File: config.mk
export PLATFORM = sky130hd
export DESIGN_NAME = pwm_period_duty_meter_flat
export DESIGN_NICKNAME = d
export VERILOG_FILES = /design/src/pwmm_pkg.sv /design/src/pwmm_if.sv /design/src/pwmm_regs.sv /design/src/pwmm_ctrl.sv /design/src/pwmm_dp.sv /design/src/pwm_period_duty_meter.sv /design/src/flat_wrapper.sv
export SDC_FILE = /design/constraint.sdc
export NUM_CORES = 1
export LEC_CHECK = 0
export BUFFER_PORTS_ARGS = -buffer_cell sky130_fd_sc_hd__buf_2
export CORE_MARGIN = 1.5
export CORE_UTILIZATION = 35
export CTS_CLUSTER_SIZE = 12
export DETAILED_ROUTE_END_ITERATION = 8
export PLACE_DENSITY_LB_ADDON = 0.25
export SYNTH_ARGS = -nofsm -noshare
export SYNTH_HDL_FRONTEND = slang
export SYNTH_SLANG_ARGS = --single-unit
File: constraint.sdc
create_clock -name clk_i -period 4.92 [get_ports clk_i]
set_input_delay 0.738 -clock clk_i [delete_from_list [all_inputs] [get_ports clk_i]]
set_output_delay 0.738 -clock clk_i [all_outputs]
set_load 0.1 [all_outputs]
File: src/pwmm_pkg.sv
// package: widths, constants, codes and control types of the pwm meter
`timescale 1ns / 1ps
`default_nettype none

package pwmm_pkg;

  localparam int unsigned STAMP_BITS_DEF = 8;
  localparam int unsigned STEP_BITS      = 8;
  localparam int unsigned FREQ_BITS      = 24;
  localparam int unsigned DUTY_BITS      = 7;
  localparam int unsigned APB_DATA_BITS  = 32;
  localparam int unsigned APB_ADDR_BITS  = 3;

  localparam logic [STEP_BITS-1:0] STEP_RESET = 8'd16;
  localparam logic [FREQ_BITS-1:0] BASE_RESET = 24'd1000000;
  localparam logic [FREQ_BITS-1:0] FREQ_MAX   = 24'hFFFFFF;
  localparam logic [DUTY_BITS-1:0] DUTY_SCALE = 7'd100;

  typedef enum logic [0:0] {
    REG_STEP = 1'b0,
    REG_BASE = 1'b1
  } reg_idx_e;

  typedef enum logic [1:0] {
    PH_FIRST = 2'd0,
    PH_FALL  = 2'd1,
    PH_CLOSE = 2'd2
  } phase_e;

  typedef enum logic [3:0] {
    ST_IDLE  = 4'd0,
    ST_EVAL  = 4'd1,
    ST_MUL   = 4'd2,
    ST_FLOAD = 4'd3,
    ST_FRUN  = 4'd4,
    ST_DLOAD = 4'd5,
    ST_DRUN  = 4'd6,
    ST_DSAVE = 4'd7,
    ST_WRITE = 4'd8
  } state_e;

  typedef struct packed {
    logic cap;
    logic store_rise;
    logic store_fall;
    logic diff;
    logic mul;
    logic clr_last;
    logic div_load;
    logic div_duty;
    logic div_step;
    logic save_freq;
    logic save_duty;
    logic load_out;
    logic res_arm;
    logic res_done;
    logic res_err;
  } ctrl_cmd_t;

  typedef struct packed {
    logic period_zero;
    logic div_last;
  } dp_stat_t;

endpackage

`default_nettype wire

File: src/pwmm_if.sv
// stream interfaces: edge stamp requests in, measurement results out
`timescale 1ns / 1ps
`default_nettype none

interface pwmm_in_if #(
  parameter int unsigned STAMP_BITS = pwmm_pkg::STAMP_BITS_DEF
);
  logic                  valid;
  logic                  ready;
  logic [STAMP_BITS-1:0] stamp;

  modport source (output valid, output stamp, input ready);
  modport sink (input valid, input stamp, output ready);
endinterface

interface pwmm_out_if;
  import pwmm_pkg::*;

  logic                 valid;
  logic                 ready;
  logic                 arm_falling;
  logic                 done_res;
  logic [FREQ_BITS-1:0] frequency;
  logic [DUTY_BITS-1:0] duty_percent;
  logic                 period_error;

  modport source (output valid, output arm_falling, output done_res, output frequency,
                  output duty_percent, output period_error, input ready);
  modport sink (input valid, input arm_falling, input done_res, input frequency,
                input duty_percent, input period_error, output ready);
endinterface

`default_nettype wire

File: src/pwmm_regs.sv
// apb configuration registers: step time and time base
`timescale 1ns / 1ps
`default_nettype none

module pwmm_regs (
  input  wire logic                                clk_i,
  input  wire logic                                rst_ni,
  input  wire logic                                psel,
  input  wire logic                                penable,
  input  wire logic                                pwrite,
  input  wire logic [pwmm_pkg::APB_ADDR_BITS-1:0]  paddr,
  input  wire logic [pwmm_pkg::APB_DATA_BITS-1:0]  pwdata,
  output logic      [pwmm_pkg::APB_DATA_BITS-1:0]  prdata,
  output logic                                     pready,
  output logic      [pwmm_pkg::STEP_BITS-1:0]      step_o,
  output logic      [pwmm_pkg::FREQ_BITS-1:0]      base_o
);
  import pwmm_pkg::*;

  logic [STEP_BITS-1:0] step_q;
  logic [FREQ_BITS-1:0] base_q;
  reg_idx_e             idx;
  logic                 wr_en;

  assign idx    = reg_idx_e'(paddr[APB_ADDR_BITS-1]);
  assign wr_en  = psel && penable && pwrite;
  assign pready = 1'b1;

  always_ff @(posedge clk_i or negedge rst_ni) begin
    if (!rst_ni) begin
      step_q <= STEP_RESET;
      base_q <= BASE_RESET;
    end else if (wr_en) begin
      case (idx)
        REG_STEP: step_q <= pwdata[STEP_BITS-1:0];
        REG_BASE: base_q <= pwdata[FREQ_BITS-1:0];
        default: ;
      endcase
    end
  end

  always_comb begin
    case (idx)
      REG_STEP: prdata = APB_DATA_BITS'(step_q);
      REG_BASE: prdata = APB_DATA_BITS'(base_q);
      default:  prdata = '0;
    endcase
  end

  assign step_o = step_q;
  assign base_o = base_q;

endmodule

`default_nettype wire

File: src/pwmm_ctrl.sv
// controller: edge phase tracking and sequencing of the measurement datapath
`timescale 1ns / 1ps
`default_nettype none

module pwmm_ctrl (
  input  wire logic                 clk_i,
  input  wire logic                 rst_ni,
  input  wire logic                 in_valid_i,
  output logic                      in_ready_o,
  output logic                      out_valid_o,
  input  wire logic                 out_ready_i,
  input  wire pwmm_pkg::dp_stat_t   stat_i,
  output pwmm_pkg::ctrl_cmd_t       cmd_o
);
  import pwmm_pkg::*;

  state_e state_q, state_d;
  phase_e phase_q, phase_d;
  logic   arm_q, arm_d;
  logic   done_q, done_d;
  logic   err_q, err_d;
  logic   out_valid_q, out_valid_d;

  always_ff @(posedge clk_i or negedge rst_ni) begin
    if (!rst_ni) begin
      state_q     <= ST_IDLE;
      phase_q     <= PH_FIRST;
      arm_q       <= 1'b0;
      done_q      <= 1'b0;
      err_q       <= 1'b0;
      out_valid_q <= 1'b0;
    end else begin
      state_q     <= state_d;
      phase_q     <= phase_d;
      arm_q       <= arm_d;
      done_q      <= done_d;
      err_q       <= err_d;
      out_valid_q <= out_valid_d;
    end
  end

  always_comb begin
    state_d      = state_q;
    phase_d      = phase_q;
    arm_d        = arm_q;
    done_d       = done_q;
    err_d        = err_q;
    cmd_o        = '0;
    cmd_o.res_arm  = arm_q;
    cmd_o.res_done = done_q;
    cmd_o.res_err  = err_q;
    case (state_q)
      ST_IDLE: begin
        if (in_valid_i) begin
          cmd_o.cap = 1'b1;
          state_d   = ST_EVAL;
        end
      end
      ST_EVAL: begin
        case (phase_q)
          PH_FIRST: begin
            cmd_o.store_rise = 1'b1;
            arm_d   = 1'b1;
            done_d  = 1'b0;
            err_d   = 1'b0;
            phase_d = PH_FALL;
            state_d = ST_WRITE;
          end
          PH_FALL: begin
            cmd_o.store_fall = 1'b1;
            arm_d   = 1'b0;
            done_d  = 1'b0;
            err_d   = 1'b0;
            phase_d = PH_CLOSE;
            state_d = ST_WRITE;
          end
          default: begin
            cmd_o.diff = 1'b1;
            arm_d   = 1'b0;
            done_d  = 1'b1;
            err_d   = 1'b0;
            phase_d = PH_FIRST;
            state_d = ST_MUL;
          end
        endcase
      end
      ST_MUL: begin
        if (stat_i.period_zero) begin
          cmd_o.clr_last = 1'b1;
          err_d   = 1'b1;
          state_d = ST_WRITE;
        end else begin
          cmd_o.mul = 1'b1;
          state_d   = ST_FLOAD;
        end
      end
      ST_FLOAD: begin
        cmd_o.div_load = 1'b1;
        state_d        = ST_FRUN;
      end
      ST_FRUN: begin
        cmd_o.div_step = 1'b1;
        if (stat_i.div_last) begin
          state_d = ST_DLOAD;
        end
      end
      ST_DLOAD: begin
        cmd_o.save_freq = 1'b1;
        cmd_o.div_load  = 1'b1;
        cmd_o.div_duty  = 1'b1;
        state_d         = ST_DRUN;
      end
      ST_DRUN: begin
        cmd_o.div_step = 1'b1;
        cmd_o.div_duty = 1'b1;
        if (stat_i.div_last) begin
          state_d = ST_DSAVE;
        end
      end
      ST_DSAVE: begin
        cmd_o.save_duty = 1'b1;
        state_d         = ST_WRITE;
      end
      ST_WRITE: begin
        if (!out_valid_q || out_ready_i) begin
          cmd_o.load_out = 1'b1;
          state_d        = ST_IDLE;
        end
      end
      default: begin
        state_d = ST_IDLE;
      end
    endcase
  end

  assign out_valid_d = cmd_o.load_out || (out_valid_q && !out_ready_i);
  assign in_ready_o  = (state_q == ST_IDLE);
  assign out_valid_o = out_valid_q;

endmodule

`default_nettype wire

File: src/pwmm_dp.sv
// datapath: stamp registers, products, shared restoring divider, result register
`timescale 1ns / 1ps
`default_nettype none

module pwmm_dp #(
  parameter int unsigned STAMP_BITS = pwmm_pkg::STAMP_BITS_DEF
) (
  input  wire logic                            clk_i,
  input  wire logic                            rst_ni,
  input  wire pwmm_pkg::ctrl_cmd_t             cmd_i,
  output pwmm_pkg::dp_stat_t                   stat_o,
  input  wire logic [STAMP_BITS-1:0]           stamp_i,
  input  wire logic [pwmm_pkg::STEP_BITS-1:0]  step_i,
  input  wire logic [pwmm_pkg::FREQ_BITS-1:0]  base_i,
  output logic                                 arm_falling_o,
  output logic                                 done_res_o,
  output logic      [pwmm_pkg::FREQ_BITS-1:0]  frequency_o,
  output logic      [pwmm_pkg::DUTY_BITS-1:0]  duty_percent_o,
  output logic                                 period_error_o
);
  import pwmm_pkg::*;

  localparam int unsigned PROD_F_BITS = STAMP_BITS + STEP_BITS;
  localparam int unsigned PROD_D_BITS = STAMP_BITS + DUTY_BITS;
  localparam int unsigned NUM_BITS    = (PROD_D_BITS > FREQ_BITS) ? PROD_D_BITS : FREQ_BITS;
  localparam int unsigned DEN_BITS    = PROD_F_BITS;
  localparam int unsigned CNT_BITS    = $clog2(NUM_BITS);

  logic [STAMP_BITS-1:0]  stamp_q;
  logic [STAMP_BITS-1:0]  rise_q;
  logic [STAMP_BITS-1:0]  fall_q;
  logic [STAMP_BITS-1:0]  period_q;
  logic [STAMP_BITS-1:0]  high_q;
  logic [PROD_F_BITS-1:0] prod_f_q;
  logic [PROD_D_BITS-1:0] prod_d_q;
  logic [NUM_BITS-1:0]    num_q, num_d;
  logic [DEN_BITS-1:0]    den_q;
  logic [DEN_BITS-1:0]    rem_q, rem_d;
  logic [CNT_BITS-1:0]    cnt_q;
  logic [FREQ_BITS-1:0]   last_freq_q;
  logic [DUTY_BITS-1:0]   last_duty_q;
  logic [DEN_BITS:0]      trial;
  logic [DEN_BITS:0]      trial_sub;
  logic                   ge;
  logic [FREQ_BITS-1:0]   freq_sat;
  logic [DUTY_BITS-1:0]   duty_sat;

  // one restoring division step per cycle
  assign trial     = {rem_q, num_q[NUM_BITS-1]};
  assign trial_sub = trial - {1'b0, den_q};
  assign ge        = (trial >= {1'b0, den_q});
  assign rem_d     = ge ? trial_sub[DEN_BITS-1:0] : trial[DEN_BITS-1:0];
  assign num_d     = {num_q[NUM_BITS-2:0], ge};

  assign freq_sat = (num_q > NUM_BITS'(FREQ_MAX)) ? FREQ_MAX : num_q[FREQ_BITS-1:0];
  assign duty_sat = (num_q > NUM_BITS'(DUTY_SCALE)) ? DUTY_SCALE : num_q[DUTY_BITS-1:0];

  always_ff @(posedge clk_i) begin
    if (cmd_i.cap) begin
      stamp_q <= stamp_i;
    end
    if (cmd_i.diff) begin
      period_q <= stamp_q - rise_q;
      high_q   <= fall_q - rise_q;
    end
    if (cmd_i.mul) begin
      prod_f_q <= PROD_F_BITS'(period_q) * PROD_F_BITS'(step_i);
      prod_d_q <= PROD_D_BITS'(high_q) * PROD_D_BITS'(DUTY_SCALE);
    end
    if (cmd_i.div_load) begin
      rem_q <= '0;
      if (cmd_i.div_duty) begin
        num_q <= NUM_BITS'(prod_d_q);
        den_q <= DEN_BITS'(period_q);
      end else begin
        num_q <= NUM_BITS'(base_i);
        den_q <= prod_f_q;
      end
    end else if (cmd_i.div_step) begin
      rem_q <= rem_d;
      num_q <= num_d;
    end
    if (cmd_i.load_out) begin
      arm_falling_o  <= cmd_i.res_arm;
      done_res_o     <= cmd_i.res_done;
      frequency_o    <= last_freq_q;
      duty_percent_o <= last_duty_q;
      period_error_o <= cmd_i.res_err;
    end
  end

  always_ff @(posedge clk_i or negedge rst_ni) begin
    if (!rst_ni) begin
      rise_q      <= '0;
      fall_q      <= '0;
      last_freq_q <= '0;
      last_duty_q <= '0;
      cnt_q       <= '0;
    end else begin
      if (cmd_i.store_rise) begin
        rise_q <= stamp_q;
      end
      if (cmd_i.store_fall) begin
        fall_q <= stamp_q;
      end
      if (cmd_i.clr_last) begin
        last_freq_q <= '0;
        last_duty_q <= '0;
      end
      if (cmd_i.save_freq) begin
        last_freq_q <= freq_sat;
      end
      if (cmd_i.save_duty) begin
        last_duty_q <= duty_sat;
      end
      if (cmd_i.div_load) begin
        cnt_q <= CNT_BITS'(NUM_BITS - 1);
      end else if (cmd_i.div_step) begin
        cnt_q <= cnt_q - 1'b1;
      end
    end
  end

  assign stat_o.period_zero = (period_q == '0);
  assign stat_o.div_last    = (cnt_q == '0);

endmodule

`default_nettype wire

File: src/pwm_period_duty_meter.sv
// first rising and falling edge: captured in IDLE, stored in EVAL, result loaded in WRITE
// closing edge: EVAL, MUL, FLOAD, FRUN, DLOAD, DRUN, DSAVE, WRITE; N = max(24, STAMP_BITS+7) bits in the
// shared restoring divider, one quotient bit per cycle, frequency then duty; zero period skips to WRITE
// one request in flight; the next is taken while the previous result waits in the output register
// reset: asynchronous, active low; phase, rise and fall stamps and last results clear, registers to defaults
// top level: pwm period and duty meter
`timescale 1ns / 1ps
`default_nettype none

module pwm_period_duty_meter #(
  parameter int unsigned STAMP_BITS = pwmm_pkg::STAMP_BITS_DEF
) (
  input  wire logic                                clk_i,
  input  wire logic                                rst_ni,
  pwmm_in_if.sink                                  in_if,
  pwmm_out_if.source                               out_if,
  input  wire logic                                psel,
  input  wire logic                                penable,
  input  wire logic                                pwrite,
  input  wire logic [pwmm_pkg::APB_ADDR_BITS-1:0]  paddr,
  input  wire logic [pwmm_pkg::APB_DATA_BITS-1:0]  pwdata,
  output logic      [pwmm_pkg::APB_DATA_BITS-1:0]  prdata,
  output logic                                     pready
);
  import pwmm_pkg::*;

  ctrl_cmd_t            cmd;
  dp_stat_t             stat;
  logic [STEP_BITS-1:0] step;
  logic [FREQ_BITS-1:0] base;

  pwmm_regs u_regs (
    .clk_i   (clk_i),
    .rst_ni  (rst_ni),
    .psel    (psel),
    .penable (penable),
    .pwrite  (pwrite),
    .paddr   (paddr),
    .pwdata  (pwdata),
    .prdata  (prdata),
    .pready  (pready),
    .step_o  (step),
    .base_o  (base)
  );

  pwmm_ctrl u_ctrl (
    .clk_i       (clk_i),
    .rst_ni      (rst_ni),
    .in_valid_i  (in_if.valid),
    .in_ready_o  (in_if.ready),
    .out_valid_o (out_if.valid),
    .out_ready_i (out_if.ready),
    .stat_i      (stat),
    .cmd_o       (cmd)
  );

  pwmm_dp #(
    .STAMP_BITS (STAMP_BITS)
  ) u_dp (
    .clk_i          (clk_i),
    .rst_ni         (rst_ni),
    .cmd_i          (cmd),
    .stat_o         (stat),
    .stamp_i        (in_if.stamp),
    .step_i         (step),
    .base_i         (base),
    .arm_falling_o  (out_if.arm_falling),
    .done_res_o     (out_if.done_res),
    .frequency_o    (out_if.frequency),
    .duty_percent_o (out_if.duty_percent),
    .period_error_o (out_if.period_error)
  );

endmodule

`default_nettype wire

File: src/flat_wrapper.sv
// flat-port wrapper written by rule: the top's interface ports become plain ports
module pwm_period_duty_meter_flat import pwmm_pkg::*;
#(
  parameter int unsigned STAMP_BITS = pwmm_pkg::STAMP_BITS_DEF
)
  (clk_i, rst_ni, psel, penable, pwrite, paddr, pwdata, prdata, pready, in_if_valid, in_if_stamp, in_if_ready, out_if_valid, out_if_arm_falling, out_if_done_res, out_if_frequency, out_if_duty_percent, out_if_period_error, out_if_ready);
  pwmm_in_if #(.STAMP_BITS(STAMP_BITS)) in_if_i ();
  pwmm_out_if out_if_i ();
  input  wire logic clk_i;
  input  wire logic rst_ni;
  input  wire logic psel;
  input  wire logic penable;
  input  wire logic pwrite;
  input  wire logic [pwmm_pkg::APB_ADDR_BITS-1:0] paddr;
  input  wire logic [pwmm_pkg::APB_DATA_BITS-1:0] pwdata;
  output logic      [pwmm_pkg::APB_DATA_BITS-1:0] prdata;
  output logic pready;
  input wire logic [$bits(in_if_i.valid)-1:0] in_if_valid;
  input wire logic [$bits(in_if_i.stamp)-1:0] in_if_stamp;
  output wire logic [$bits(in_if_i.ready)-1:0] in_if_ready;
  output wire logic [$bits(out_if_i.valid)-1:0] out_if_valid;
  output wire logic [$bits(out_if_i.arm_falling)-1:0] out_if_arm_falling;
  output wire logic [$bits(out_if_i.done_res)-1:0] out_if_done_res;
  output wire logic [$bits(out_if_i.frequency)-1:0] out_if_frequency;
  output wire logic [$bits(out_if_i.duty_percent)-1:0] out_if_duty_percent;
  output wire logic [$bits(out_if_i.period_error)-1:0] out_if_period_error;
  input wire logic [$bits(out_if_i.ready)-1:0] out_if_ready;
  assign in_if_i.valid = in_if_valid;
  assign in_if_i.stamp = in_if_stamp;
  assign in_if_ready = in_if_i.ready;
  assign out_if_valid = out_if_i.valid;
  assign out_if_arm_falling = out_if_i.arm_falling;
  assign out_if_done_res = out_if_i.done_res;
  assign out_if_frequency = out_if_i.frequency;
  assign out_if_duty_percent = out_if_i.duty_percent;
  assign out_if_period_error = out_if_i.period_error;
  assign out_if_i.ready = out_if_ready;
  pwm_period_duty_meter #(.STAMP_BITS(STAMP_BITS)) u_core (.clk_i(clk_i), .rst_ni(rst_ni), .in_if(in_if_i), .out_if(out_if_i), .psel(psel), .penable(penable), .pwrite(pwrite), .paddr(paddr), .pwdata(pwdata), .prdata(prdata), .pready(pready));
endmodule
==> impl_metrics.toml <==
[logic_synthesis]
synth.avg_cell_area_sq_um = 11.37
syn_inst = 1158
dominantRegCellSynth = "sky130_fd_sc_hd__edfxtp_1"
synth_edf_count = 127
ys_async_sr_fraction = 0.3941
yosys_warnings = 0
share_of_synthesized_area_occupied_by_flip_flops_and_latches = 0.4916
synth_seq_cells = 236
synth_cell_type_count = 59
synthesis.area_sq_um = 13160

[sta]
finalWorstPathRequiredPeriod_ns = 4.599
hold_violation_count_in_the_final_report = 0
postLayoutSetupSlackWorst_ns = 0.3206
slew_headroom = 0.2446
tightestPinTransition_ns = 1.127
final.setup_skew_ns = 0.01439
grt_setup_unrepaired = "false"
max_freq_mhz = 217.4
final_max_slew_viol_count = 0
fin_setup_tns_ns = 0
period_share = 0.9348
timing.final.setup_violations = 0

[power]
cell_internal_power_dissipation_mw = 6.304
static-leakage-power_nw = 6.739
power.share.clock = 0.179
power_per_cell_area_nw_per_um2 = 723.9
pwr-share-seq = 0.324
pwr-share-comb = 0.497
p_switching_mw = 4.573
sw_frac_of_total = 0.4204
vdd_drop_max_mv = 0.3031

[grt]
grt_busiest_layer = "met2"
gr-total-overflow = 0
track_usage = 0.1428
met3_usage = 0.01831
first_pass_grt_wire_length_microns = 44480
antenna_found_initial = 0
use_met2 = 0.2309
use_met1 = 0.2033
first_global_vias = 8546
grt_start_max_net_pins = 56

[drt]
dr_total_vias = 8550
total_wire_length_after_detailed_routing_microns = 27190
detail_route.drc_violations = 0
drtPass1Iterations = 4
viasPerCell = 4.883
route.detailed.wl_per_inst_microns = 15.53
detail-route-antenna-nets = 0
detail_route.iter0.violations = 405

[job]
cap_violations = 0

[place]
place_ws_ns = 0.3355
place_hpwl_microns = 20260
port_buffers = 99
routabilityCongestion = 0.8147
place_area_sq_um = 14160

[clock_network]
clock-root-buffer = "sky130_fd_sc_hd__clkbuf_16"
cts_hold_buffers = 0
worst_setup_hold_path_clk_slew_ns = 0.06
h_tree_depth_reported_by_cts = 1
postCtsSetupBuffers = 0
cts_inserted_buffers = 27
cts_buffer_depth = 3
clock_sinks = 236
tritoncts_clock_tree = "built"
worstSkewPairLatency_ns = 0.55
postCtsResizedCells = 0

[die]
die_area_sq_um = 38780
start_util = 0.3579
die_x_microns = 196.9
chipHeight_microns = 196.9
core_box_area_sq_um = 36790
std_cell_rows = 70
top_level_ports = 119

[setup_path]
worst_ep_arrival_time_ns = 4.89
setup.worst_path.class = "flop to flop"
worstPathRequired_ns = 5.21
setup.worst_path.start_class = "flop"
cp-end-kind = "flop"
highest_fanout_seen_on_the_critical_path = 10

[finish]
multi_input_area_sq_um = 6075
fill_cells = 3516
area.growth.synth_to_final_pct = 14.15
area.sequential_sq_um = 6471
post-route-cell-area_sq_um = 15030
final_nets = 1451
antenna_cells_inserted = 0
ratio_of_cells_with_drive_above_1_in_the_final_layout = 0.1777

[outcome]
status = "finished clean"

[min_path]
timing.hold.worst.class = "primary input to asynchronous set/reset pin"
-- power by group through the flow --
stage / clock network, mW / registers [mW] / logic [mW]
final: 1.95 / 3.52 / 5.41
after global routing: 2.07 / 3.61 / 6.16
after CTS: 2.00 / 3.52 / 5.51
after detailed placement: 0 / 3.56 / 5.45
after global placement: 0 / 3.54 / 5.40
after floorplan: 0 / 3.81 / 4.08
-- cells in the final DEF (no fill, tap or decap), drive strengths merged, types with 40 or more instances in the layout --
cell type,instances
ha,97
edfxtp,127
buf,111
inv,122
o21ai,74
and2,81
fa,42
dfrtp,85
nand2,112
clkbuf,40
a21oi,47
mux2,56
-- cell usage after synthesis, types with 2 or more instances --
cell,n,share of area
sky130_fd_sc_hd__fa_1,42,0.064
sky130_fd_sc_hd__nand2_1,112,0.032
sky130_fd_sc_hd__nor3_1,11,0.0042
sky130_fd_sc_hd__and2_1,81,0.038
sky130_fd_sc_hd__o211ai_1,2,0.0011
sky130_fd_sc_hd__conb_1,2,0.00057
sky130_fd_sc_hd__nand2b_1,11,0.0052
sky130_fd_sc_hd__mux2i_1,21,0.016
sky130_fd_sc_hd__xor2_1,18,0.012
sky130_fd_sc_hd__a211o_1,2,0.0013
sky130_fd_sc_hd__dfstp_2,8,0.016
sky130_fd_sc_hd__a22o_1,14,0.0093
sky130_fd_sc_hd__edfxtp_1,127,0.29
sky130_fd_sc_hd__nor2_1,35,0.010
sky130_fd_sc_hd__nor4_1,8,0.0038
sky130_fd_sc_hd__nor3_2,2,0.0015
sky130_fd_sc_hd__dfxtp_1,16,0.024
sky130_fd_sc_hd__a21oi_1,45,0.017
sky130_fd_sc_hd__or4_1,3,0.0017
sky130_fd_sc_hd__o21ai_1,25,0.0095
sky130_fd_sc_hd__o31a_1,4,0.0027
sky130_fd_sc_hd__o21bai_1,3,0.0017
sky130_fd_sc_hd__a211oi_1,2,0.0011
sky130_fd_sc_hd__buf_4,9,0.0051
sky130_fd_sc_hd__inv_1,117,0.033
sky130_fd_sc_hd__a32o_1,2,0.0015
sky130_fd_sc_hd__nand3_1,9,0.0034
sky130_fd_sc_hd__dfrtp_1,85,0.16
sky130_fd_sc_hd__xnor2_1,30,0.020
sky130_fd_sc_hd__a21o_1,10,0.0057
sky130_fd_sc_hd__clkbuf_1,25,0.0071
sky130_fd_sc_hd__nand4_1,5,0.0024
sky130_fd_sc_hd__buf_2,8,0.0030
sky130_fd_sc_hd__or2_1,4,0.0019
sky130_fd_sc_hd__nor2b_1,12,0.0057
sky130_fd_sc_hd__ha_1,97,0.092
sky130_fd_sc_hd__mux2_2,56,0.048
sky130_fd_sc_hd__a31oi_1,8,0.0038
sky130_fd_sc_hd__o21a_1,7,0.0040
sky130_fd_sc_hd__o22ai_1,6,0.0029
sky130_fd_sc_hd__o21ai_0,49,0.019
sky130_fd_sc_hd__a21oi_2,2,0.0013
sky130_fd_sc_hd__o31ai_1,6,0.0034
sky130_fd_sc_hd__and3_1,2,0.00095
-- routing by layer --
| layer | part of all wire | wire length, microns |
|---|---|---|
| met2 | 0.46 | 12460 |
| met5 | 0 | 0 |
| met3 | 0.028 | 768 |
| met1 | 0.49 | 13340 |
| met4 | 0.023 | 616 |
-- flip-flops by register name, summed over array words and instances (netlist names), 4 cells and up --
| signal | cells |
|---|---|
| u_core.u_dp.prod_d_q | 13 |
| u_core.u_dp.last_duty_q | 7 |
| u_core.u_dp.high_q | 8 |
| u_core.u_dp.stamp_q | 8 |
| u_core.u_dp.frequency_o | 24 |
| u_core.u_dp.fall_q | 8 |
| u_core.u_dp.rem_q | 16 |
| u_core.u_dp.rise_q | 8 |
| u_core.u_dp.den_q | 16 |
| u_core.u_dp.cnt_q | 5 |
| u_core.u_dp.period_q | 8 |
| u_core.u_regs.step_o | 8 |
| u_core.u_dp.duty_percent_o | 7 |
| u_core.u_ctrl.state_q | 4 |
| u_core.u_dp.prod_f_q | 16 |
| u_core.u_dp.num_q | 24 |
| u_core.u_dp.last_freq_q | 24 |
| u_core.u_regs.base_o | 24 |
-- metrics by stage --
| stage | cells | util | hold WS (ns) | power [mW] |
|---|---|---|---|---|
| 3_3_place_gp | 1701 | 0.3850 | 0.4319 | 8.941 |
| 4_1_cts | 1751 | 0.4085 | 0.2709 | 11.03 |
| 3_5_place_dp | 1701 | 0.3850 | 0.4306 | 9.013 |
| 2_1_floorplan | 1165 | - | 0.4248 | 7.890 |
| 6_report | 1751 | 0.4085 | 0.2288 | 10.88 |
| 5_1_grt | 1751 | 0.4085 | 0.3293 | 11.83 |
-- worst max-delay path, cell delays in order (launching register included) --
cell,delay [ns]
sky130_fd_sc_hd__dfrtp_1,0.55
sky130_fd_sc_hd__nand2_1,0.13
sky130_fd_sc_hd__fa_1,0.51
sky130_fd_sc_hd__fa_1,0.54
sky130_fd_sc_hd__inv_1,0.06
sky130_fd_sc_hd__fa_1,0.53
sky130_fd_sc_hd__inv_1,0.05
sky130_fd_sc_hd__fa_1,0.53
sky130_fd_sc_hd__inv_1,0.04
sky130_fd_sc_hd__ha_1,0.33
sky130_fd_sc_hd__o21a_1,0.19
sky130_fd_sc_hd__o21a_1,0.18
sky130_fd_sc_hd__a41o_1,0.24
sky130_fd_sc_hd__nor4_1,0.20
sky130_fd_sc_hd__nor3_1,0.11
sky130_fd_sc_hd__xor2_1,0.15
-- worst paths after layout --
kind,slack [ns],cells past startpoint,startpoint,endpoint
max,0.32,15,u_core.u_regs.step_o[7],u_core.u_dp.prod_f_q[14]
min in group clk_i,0.37,1,in_if_stamp[5],u_core.u_dp.stamp_q[5]
max reg2reg,0.32,15,u_core.u_regs.step_o[7],u_core.u_dp.prod_f_q[14]
max in group asynchronous,3.65,2,rst_ni,u_core.u_dp.cnt_q[1]
min reg2reg,0.45,0,u_core.u_dp.last_freq_q[13],u_core.u_dp.frequency_o[13]
min,0.23,1,rst_ni,u_core.u_dp.fall_q[6]
-- cell type report --
cell class,count,area share
timing repair buffer,111,0.03913
multi-input combinational,768,0.4042
sequential,236,0.4306
clock buffer,40,0.05087
tap,468,0.03897
inverter,118,0.02948
clock inverter,10,0.006661
-- logic make-up (layout without fill, tap and decap cells) --
group / Yosys count / after routing / share of synthesized area
xor+xnor: 48 / 48 / 0.03194
compound gates: 194 / 194 / 0.09125
mux: 77 / 77 / 0.06387
fa+ha+maj: 139 / 139 / 0.1561
simple gates: 301 / 301 / 0.1149
buf+inv: 161 / 279 / 0.04980
other cells: 2 / 9 / 0.0005705
flops: 236 / 236 / 0.4916
(Power assumes the default switching activity.)
